`src/s1kev_pkg.sv`:
```
package s1kev_pkg;

	localparam logic [7:0] CODE_PREFIX  = 8'hE0;
	localparam logic [6:0] KEY_CTRL     = 7'h1D;
	localparam logic [6:0] KEY_LSHIFT   = 7'h2A;
	localparam logic [6:0] KEY_RSHIFT   = 7'h36;
	localparam logic [6:0] KEY_ALT      = 7'h38;
	localparam logic [6:0] KEY_CAPS     = 7'h3A;
	localparam logic [6:0] KEY_NUMLOCK  = 7'h45;
	localparam logic [6:0] KEY_SCROLL   = 7'h46;
	localparam logic [6:0] KEY_KP_MINUS = 7'h4A;
	localparam logic [6:0] KEY_KP_PLUS  = 7'h4E;
	localparam logic [6:0] KEY_LIMIT    = 7'h54;

	localparam logic [6:0] ASCII_MINUS   = 7'h2D;
	localparam logic [6:0] ASCII_PLUS    = 7'h2B;
	localparam logic [6:0] ASCII_LOWER_A = 7'h61;
	localparam logic [6:0] ASCII_LOWER_Z = 7'h7A;
	localparam logic [6:0] CTRL_MASK     = 7'h1F;

	localparam int TDATA_IN_W  = 8;
	localparam int TDATA_OUT_W = 24;

	localparam logic [6:0] ROM_PLAIN [64] = '{
		7'h00, 7'h1B, 7'h31, 7'h32, 7'h33, 7'h34, 7'h35, 7'h36,
		7'h37, 7'h38, 7'h39, 7'h30, 7'h2D, 7'h3D, 7'h08, 7'h09,
		7'h71, 7'h77, 7'h65, 7'h72, 7'h74, 7'h79, 7'h75, 7'h69,
		7'h6F, 7'h70, 7'h5B, 7'h5D, 7'h0D, 7'h00, 7'h61, 7'h73,
		7'h64, 7'h66, 7'h67, 7'h68, 7'h6A, 7'h6B, 7'h6C, 7'h3B,
		7'h27, 7'h60, 7'h00, 7'h5C, 7'h7A, 7'h78, 7'h63, 7'h76,
		7'h62, 7'h6E, 7'h6D, 7'h2C, 7'h2E, 7'h2F, 7'h00, 7'h2A,
		7'h00, 7'h20, 7'h00, 7'h00, 7'h00, 7'h00, 7'h00, 7'h00
	};

	localparam logic [6:0] ROM_SHIFTED [64] = '{
		7'h00, 7'h1B, 7'h21, 7'h40, 7'h23, 7'h24, 7'h25, 7'h5E,
		7'h26, 7'h2A, 7'h28, 7'h29, 7'h5F, 7'h2B, 7'h08, 7'h09,
		7'h51, 7'h57, 7'h45, 7'h52, 7'h54, 7'h59, 7'h55, 7'h49,
		7'h4F, 7'h50, 7'h7B, 7'h7D, 7'h0D, 7'h00, 7'h41, 7'h53,
		7'h44, 7'h46, 7'h47, 7'h48, 7'h4A, 7'h4B, 7'h4C, 7'h3A,
		7'h22, 7'h7E, 7'h00, 7'h7C, 7'h5A, 7'h58, 7'h43, 7'h56,
		7'h42, 7'h4E, 7'h4D, 7'h3C, 7'h3E, 7'h3F, 7'h00, 7'h2A,
		7'h00, 7'h20, 7'h00, 7'h00, 7'h00, 7'h00, 7'h00, 7'h00
	};

	typedef struct packed {
		logic lshift;
		logic rshift;
		logic ctrl;
		logic alt;
		logic caps;
		logic ext;
	} kbd_state_t;

	typedef struct packed {
		logic       event_res;
		logic [6:0] character;
		logic [3:0] modifiers;
		logic [6:0] make_code;
	} key_event_t;

endpackage

```
`src/s1kev_decode.sv`:
```
module s1kev_decode
	import s1kev_pkg::*;
(
	input  logic [7:0] code,
	input  kbd_state_t state_cur,
	output kbd_state_t state_nxt,
	output key_event_t event_out
);

	always_comb begin
		logic       brk;
		logic [6:0] key;
		logic [6:0] base;
		logic [6:0] shifted_ch;
		logic [6:0] ch;
		logic       shift;
		logic       swallow;
		logic       letter;
		logic       press;

		key        = code[6:0];
		brk        = code[7];
		state_nxt  = state_cur;
		swallow    = 1'b0;

		if (code == CODE_PREFIX) begin
			state_nxt.ext = 1'b1;
			swallow       = 1'b1;
		end else begin
			state_nxt.ext = 1'b0;
			unique case (key) inside
				KEY_LSHIFT: begin
					// Extended shift codes are fake shifts and leave the state alone.
					if (!state_cur.ext) begin
						state_nxt.lshift = !brk;
					end
					swallow = 1'b1;
				end
				KEY_RSHIFT: begin
					if (!state_cur.ext) begin
						state_nxt.rshift = !brk;
					end
					swallow = 1'b1;
				end
				KEY_CTRL: begin
					state_nxt.ctrl = !brk;
					swallow        = 1'b1;
				end
				KEY_ALT: begin
					state_nxt.alt = !brk;
					swallow       = 1'b1;
				end
				KEY_CAPS: begin
					if (!brk) begin
						state_nxt.caps = !state_cur.caps;
					end
					swallow = 1'b1;
				end
				KEY_NUMLOCK, KEY_SCROLL: begin
					swallow = 1'b1;
				end
				default: begin
					swallow = 1'b0;
				end
			endcase
		end

		shift      = state_cur.lshift | state_cur.rshift;
		base       = ROM_PLAIN[key[5:0]];
		shifted_ch = ROM_SHIFTED[key[5:0]];
		letter     = (base >= ASCII_LOWER_A) && (base <= ASCII_LOWER_Z);

		if (key[6]) begin
			// Keypad row: only minus and plus carry a character.
			if (key == KEY_KP_MINUS) begin
				ch = ASCII_MINUS;
			end else if (key == KEY_KP_PLUS) begin
				ch = ASCII_PLUS;
			end else begin
				ch = 7'h00;
			end
		end else if (letter) begin
			if (state_cur.ctrl) begin
				ch = base & CTRL_MASK;
			end else if (shift != state_cur.caps) begin
				ch = shifted_ch;
			end else begin
				ch = base;
			end
		end else begin
			ch = shift ? shifted_ch : base;
		end

		press = !swallow && !brk && (key < KEY_LIMIT);

		event_out.event_res = press;
		event_out.character = press ? ch : 7'h00;
		event_out.make_code = press ? key : 7'h00;
		event_out.modifiers = {state_nxt.alt, state_nxt.ctrl,
			state_nxt.lshift, state_nxt.rshift};
	end

endmodule

```
`src/set1_scancode_to_key_event.sv`:
```
// An accepted word waits in the input register until the result register frees.
// Throughput: one word per cycle when m_tready does not stall the result register;
// while a result waits, one more word still enters.
// The rate is set by the single decode step between the input and result registers.
// Reset clears both valid flags and all modifier, caps lock and prefix state at once.
// Every input word gives exactly one result word.
module set1_scancode_to_key_event
	import s1kev_pkg::*;
(
	input  logic                   clk,
	input  logic                   arst_n,
	input  logic                   s_tvalid,
	output logic                   s_tready,
	input  logic [TDATA_IN_W-1:0]  s_tdata,  // [7:0] code
	output logic                   m_tvalid,
	input  logic                   m_tready,
	output logic [TDATA_OUT_W-1:0] m_tdata,  // [6:0] character, [10:7] modifiers,
	                                         // [17:11] make_code, [23:18] zero
	output logic                   m_tuser   // [0] event_res
);

	logic [7:0] code_s1;
	logic       valid_s1;
	key_event_t result_s2;
	logic       valid_s2;
	kbd_state_t state_q;
	kbd_state_t state_nxt;
	key_event_t event_nxt;
	logic       advance;

	assign advance  = valid_s1 && (!valid_s2 || m_tready);
	assign s_tready = !valid_s1 || advance;

	s1kev_decode u_decode (
		.code      (code_s1),
		.state_cur (state_q),
		.state_nxt (state_nxt),
		.event_out (event_nxt)
	);

	always_ff @(posedge clk or negedge arst_n) begin
		if (!arst_n) begin
			valid_s1 <= 1'b0;
			valid_s2 <= 1'b0;
			state_q  <= '0;
		end else begin
			if (s_tready) begin
				valid_s1 <= s_tvalid;
			end
			if (advance) begin
				valid_s2 <= 1'b1;
				state_q  <= state_nxt;
			end else if (m_tready) begin
				valid_s2 <= 1'b0;
			end
		end
	end

	always_ff @(posedge clk) begin
		if (s_tvalid && s_tready) begin
			code_s1 <= s_tdata[7:0];
		end
		if (advance) begin
			result_s2 <= event_nxt;
		end
	end

	assign m_tvalid = valid_s2;
	assign m_tuser  = result_s2.event_res;
	assign m_tdata  = {6'b0, result_s2.make_code, result_s2.modifiers, result_s2.character};

	a_prefix_sets: assert property (@(posedge clk) disable iff (!arst_n)
		advance && (code_s1 == CODE_PREFIX) |=> state_q.ext)
		else $error("prefix word did not set the pending flag");

	a_prefix_clears: assert property (@(posedge clk) disable iff (!arst_n)
		advance && (code_s1 != CODE_PREFIX) |=> !state_q.ext)
		else $error("pending prefix flag outlived the following word");

	a_no_event_zero: assert property (@(posedge clk) disable iff (!arst_n)
		m_tvalid && !m_tuser |-> (m_tdata[6:0] == 7'h00) && (m_tdata[17:11] == 7'h00))
		else $error("result without key event carries a character or make code");

	a_event_range: assert property (@(posedge clk) disable iff (!arst_n)
		m_tvalid && m_tuser |-> (m_tdata[17:11] < KEY_LIMIT))
		else $error("key event reported for a code off the table");

	a_mods_match: assert property (@(posedge clk) disable iff (!arst_n)
		advance |=> m_tdata[10:7] == {state_q.alt, state_q.ctrl, state_q.lshift, state_q.rshift})
		else $error("reported modifier mask differs from tracked state");

endmodule

```
`config.mk`:
```
export PLATFORM = sky130hd
export DESIGN_NAME = set1_scancode_to_key_event
export DESIGN_NICKNAME = d
export VERILOG_FILES = /design/src/s1kev_pkg.sv /design/src/s1kev_decode.sv /design/src/set1_scancode_to_key_event.sv
export SDC_FILE = /design/constraint.sdc
export NUM_CORES = 1
export LEC_CHECK = 0
export ABC_CLOCK_PERIOD_IN_PS = 4000
export BUFFER_PORTS_ARGS = -buffer_cell sky130_fd_sc_hd__buf_2
export CAP_MARGIN = 30
export CORE_UTILIZATION = 59
export DETAILED_ROUTE_END_ITERATION = 10
export PLACE_DENSITY = 0.92
export SETUP_SLACK_MARGIN = 0.4
export SLEW_MARGIN = 20
export SYNTH_ARGS = -nofsm -noshare
export SYNTH_HDL_FRONTEND = slang
export SYNTH_HIERARCHICAL = 1
export SYNTH_SLANG_ARGS = --single-unit
```
`constraint.sdc`:
```
create_clock -name clk -period 4 [get_ports clk]
set_input_delay 0.8 -clock clk [delete_from_list [all_inputs] [get_ports clk]]
set_output_delay 0.8 -clock clk [all_outputs]
set_load 0.01 [all_outputs]
```
==> impl_summary.txt <==
----------------------------------------------------
[Cells and area]
  Fraction of final layout cells with drive strength greater than 1 ... 23.85%
  Final-stage net count ... 392
  Antenna diode count ... 0
  Growth of design area from synthesis to finish ... 10.48%
  Final design utilization ... 69.30%

[Floorplan]
  I/O Pins ... 39
  # rows ... 25
  Initial Utilization ... 62.73%
  Die area ... 5412 um^2
  Die Height ... 73.57 um
  Core area ... 4817 um^2
  Horiz. Die Dim ... 73.57 um

[CTS]
  Number of levels the H-tree was split into ... 2
  Clock transition at the registers of the reported paths ... 80 ps
  Count of hold-fix buffers inserted at cts ... 0
  Number of clock sinks seen by CTS ... 35
  CTS tree ... yes
  Insertion delay of the later-clocked pin in the worst-skew pair ... 290 ps
  CTS buffer count ... 5
  Clock tree root driver cell ... sky130_fd_sc_hd__clkbuf_8
  Deepest clock path buffer count ... 2

[STA]
  Number of failing setup endpoints in the final timing report ... 0
  Post-layout min period ... 3531 ps
  Fmax achieved ... 283.2 MHz
  Worst-Margin Slew ... 742.9 ps
  Number of endpoints with negative hold slack in the final report ... 0
  Final Cycle Share ... 88.28%
  Number of max-slew violations in the final report ... 0
  Unrepaired setup endpoints after global routing ... true
  Skew final ... 11.05 ps
  Worst rel slew slack ... 50.42%
  Setup total negative slack ... 0 ps

[Detailed routing]
  DRC violations left ... 0
  Count of TritonRoute iterations in the first routing pass ... 5
  Total vias in the final route ... 2800
  Routed wire length ... 7904 um
  Mean routed wirelength per cell ... 18.13 um
  Post-detailed-route count of antenna-violating nets ... 0
  Post-detailed-route via-to-cell ratio ... 6.422
  Number of DRC markers after the initial detailed-route iteration ... 344

[Worst setup path]
  Worst path required time ... 4030 ps
  Endpoint of the worst-slack reg-to-reg timing path ... m_tdata[1]$_DFFE_PP_
  Reg-to-reg critical path startpoint ... code_s1[0]$_DFFE_PP_
  Classification of the worst setup path ... register to register
  Worst-path maximum fanout ... 12
  Reg2Reg Depth ... 12
  Slack of the worst reg-to-reg path ... 470 ps
  Critical Path End Type ... register
  Critical path startpoint category ... register
  Arrival time of the worst setup path ... 3560 ps

[Power]
  Max rail drop VDD ... 0.3773 mV
  Power density over cell area ... 380.1 nW/um^2
  Leakage power of the design ... 1.402 nW

[Yosys]
  Fraction of registers with async set/reset ... 22.86%
  Warnings from Yosys ... 6
  Share of synthesized area occupied by flip-flops and latches ... 33.46%
  Top-area cell type share of the netlist area ... 26.83%
  Number of synthesized flops with an enable pin ... 27
  Gate count of the mapped netlist ... 337
  Post-synthesis cell type with the largest combined area ... sky130_fd_sc_hd__edfxtp_1
  Post-synthesis cell area ... 3022 um^2
  Cell with the most instances after synthesis ... sky130_fd_sc_hd__nand2_1
  Top FF cell, synth ... sky130_fd_sc_hd__edfxtp_1
  Post-synthesis average cell area ... 8.966 um^2
  Cell types with the highest counts after synthesis ... sky130_fd_sc_hd__nand2_1 (30), sky130_fd_sc_hd__edfxtp_1 (27), sky130_fd_sc_hd__nor2_1 (24), sky130_fd_sc_hd__o21ai_0 (18), sky130_fd_sc_hd__a21oi_1 (15)
  Unique masters post-synth ... 70
  Area contributors post-synth ... sky130_fd_sc_hd__edfxtp_1 (27%), sky130_fd_sc_hd__dfrtp_1 (6.6%), sky130_fd_sc_hd__ha_1 (5.0%)
  Synth Register Bits ... 35

[Run]
  Max-cap violations ... 0

[Global route]
  Maximum number of pins on one net before global-route repair ... 31
  Via count of the first global-routing pass ... 2512
  Wire length of the first global-routing pass ... 12340 um
  Initial antenna violation count ... 0
  GRT Total Usage ... 30.57%
  Remaining global-route overflow ... 0

[Place]
  Detail Placement HPWL ... 5636 um
  RD Place Congestion ... 0.9918
  Port bufs ... 32

[Hold path]
  Hold WC Path Type ... input pin to async pin

[Status]
  Result of the run ... finished, final reports clean

----------------------------------------------------
report_power, final:
| part | internal (mW) | leakage [nW] | switching, mW |
|---|---|---|---|
| combinational | 0.229 | 0.991 | 0.289 |
| clock | 0.122 | 0.0412 | 0.134 |
| sequential | 0.453 | 0.370 | 0.0418 |
what timing repair did:
item                                    4_1_cts  5_1_grt
endpoints found under the setup margin        0        3
gates resized for setup                       0        4
buffers inserted                              0        5
cell type report:
class                           instances  area [um^2]
Clock buffer                            6        72.57
Clock inverter                          2        12.51
Fill cell                             396         1479
Inverter                               11        41.29
Multi-Input combinational cell        260         1784
Sequential cell                        35         1011
Tap cell                               67        83.83
Timing Repair Buffer                   55        332.8
per-layer routing:
layer / part of all wire [%] / up-vias / GRT usage, %
met4: 4.1 / 0 / 15.81
met2: 46 / 177 / 48.52
met3: 9.3 / 27 / 4.801
met5: 0 / - / 0
met1: 41 / 1319 / 40.26
li1: - / 1277 / -
state kept, by name (all words and copies together) (netlist names):
name / flops
code_s1: 8
state_q: 6
valid_s1: 1
m_tuser: 1
m_tvalid: 1
m_tdata: 18
cell usage in the layout (no fill, tap or decap), drive strengths merged, types with 2 or more instances in the layout:
cell type / synthesis / final
a211oi: 8 / 8
a21boi: 2 / 2
a21o: 3 / 3
a21oi: 15 / 15
a31oi: 7 / 7
and2: 9 / 9
and3: 7 / 7
buf: 24 / 55
clkbuf: 12 / 6
conb: 1 / 6
dfrtp: 8 / 8
edfxtp: 27 / 27
ha: 12 / 12
inv: 11 / 11
mux2: 10 / 10
mux2i: 8 / 8
nand2: 31 / 31
nand2b: 9 / 9
nand3: 9 / 9
nand3b: 2 / 2
nand4: 3 / 3
nor2: 25 / 25
nor2b: 11 / 11
nor3: 9 / 9
nor4: 2 / 2
o211ai: 2 / 2
o21a: 5 / 5
o21ai: 21 / 21
o221ai: 6 / 6
o22ai: 2 / 2
o311ai: 3 / 3
o31ai: 3 / 3
or2: 2 / 2
or3: 3 / 3
xor2: 2 / 2
cells by family after synthesis:
kind of cell | after synthesis | share of synthesized area (%)
simple gates | 130 | 23.15
compound gates | 91 | 21.70
buf+inv | 47 | 8.488
flops | 35 | 33.46
mux | 18 | 7.246
fa+ha+maj | 12 | 4.969
xor+xnor | 3 | 0.8697
other cells | 1 | 0.1241
critical path, cell delays in order, from the launching register on:
cell                       delay (ps)
sky130_fd_sc_hd__edfxtp_1         460
sky130_fd_sc_hd__buf_4            230
sky130_fd_sc_hd__ha_1             350
sky130_fd_sc_hd__nor2b_1          190
sky130_fd_sc_hd__nor3_1            80
sky130_fd_sc_hd__o21a_1           230
sky130_fd_sc_hd__a211oi_2         340
sky130_fd_sc_hd__nor2_1           170
sky130_fd_sc_hd__a211o_1          360
sky130_fd_sc_hd__a211oi_4         320
sky130_fd_sc_hd__buf_4            200
sky130_fd_sc_hd__mux2i_1          220
sky130_fd_sc_hd__o32ai_1          110
worst max-delay path by stage:
stage	from	to	slack, ps
2_1_floorplan	code_s1[2]$_DFFE_PP_	m_tdata[0]$_DFFE_PP_	540
3_5_place_dp	code_s1[0]$_DFFE_PP_	m_tdata[2]$_DFFE_PP_	530
5_1_grt	code_s1[1]$_DFFE_PP_	m_tdata[1]$_DFFE_PP_	360
4_1_cts	code_s1[0]$_DFFE_PP_	m_tdata[1]$_DFFE_PP_	530
3_3_place_gp	code_s1[0]$_DFFE_PP_	m_tdata[2]$_DFFE_PP_	540
6_report	code_s1[0]$_DFFE_PP_	m_tdata[1]$_DFFE_PP_	470
stage by stage:
step | cells | area [um^2] | setup WS, ps | hold slack, ps | power, mW
6_report | 436 | 3338 | 469.0 | 333.0 | 1.269
5_1_grt | 436 | 3338 | 357.1 | 344.1 | 1.323
4_1_cts | 431 | 3289 | 528.1 | 341.7 | 1.250
3_5_place_dp | 423 | 3204 | 529.4 | 506.0 | 0.9961
3_3_place_gp | 423 | 3204 | 544.0 | 491.5 | 0.9850
2_1_floorplan | 342 | 3040 | 539.9 | 481.4 | 0.8869
Power figures use the tool's default switching activity.
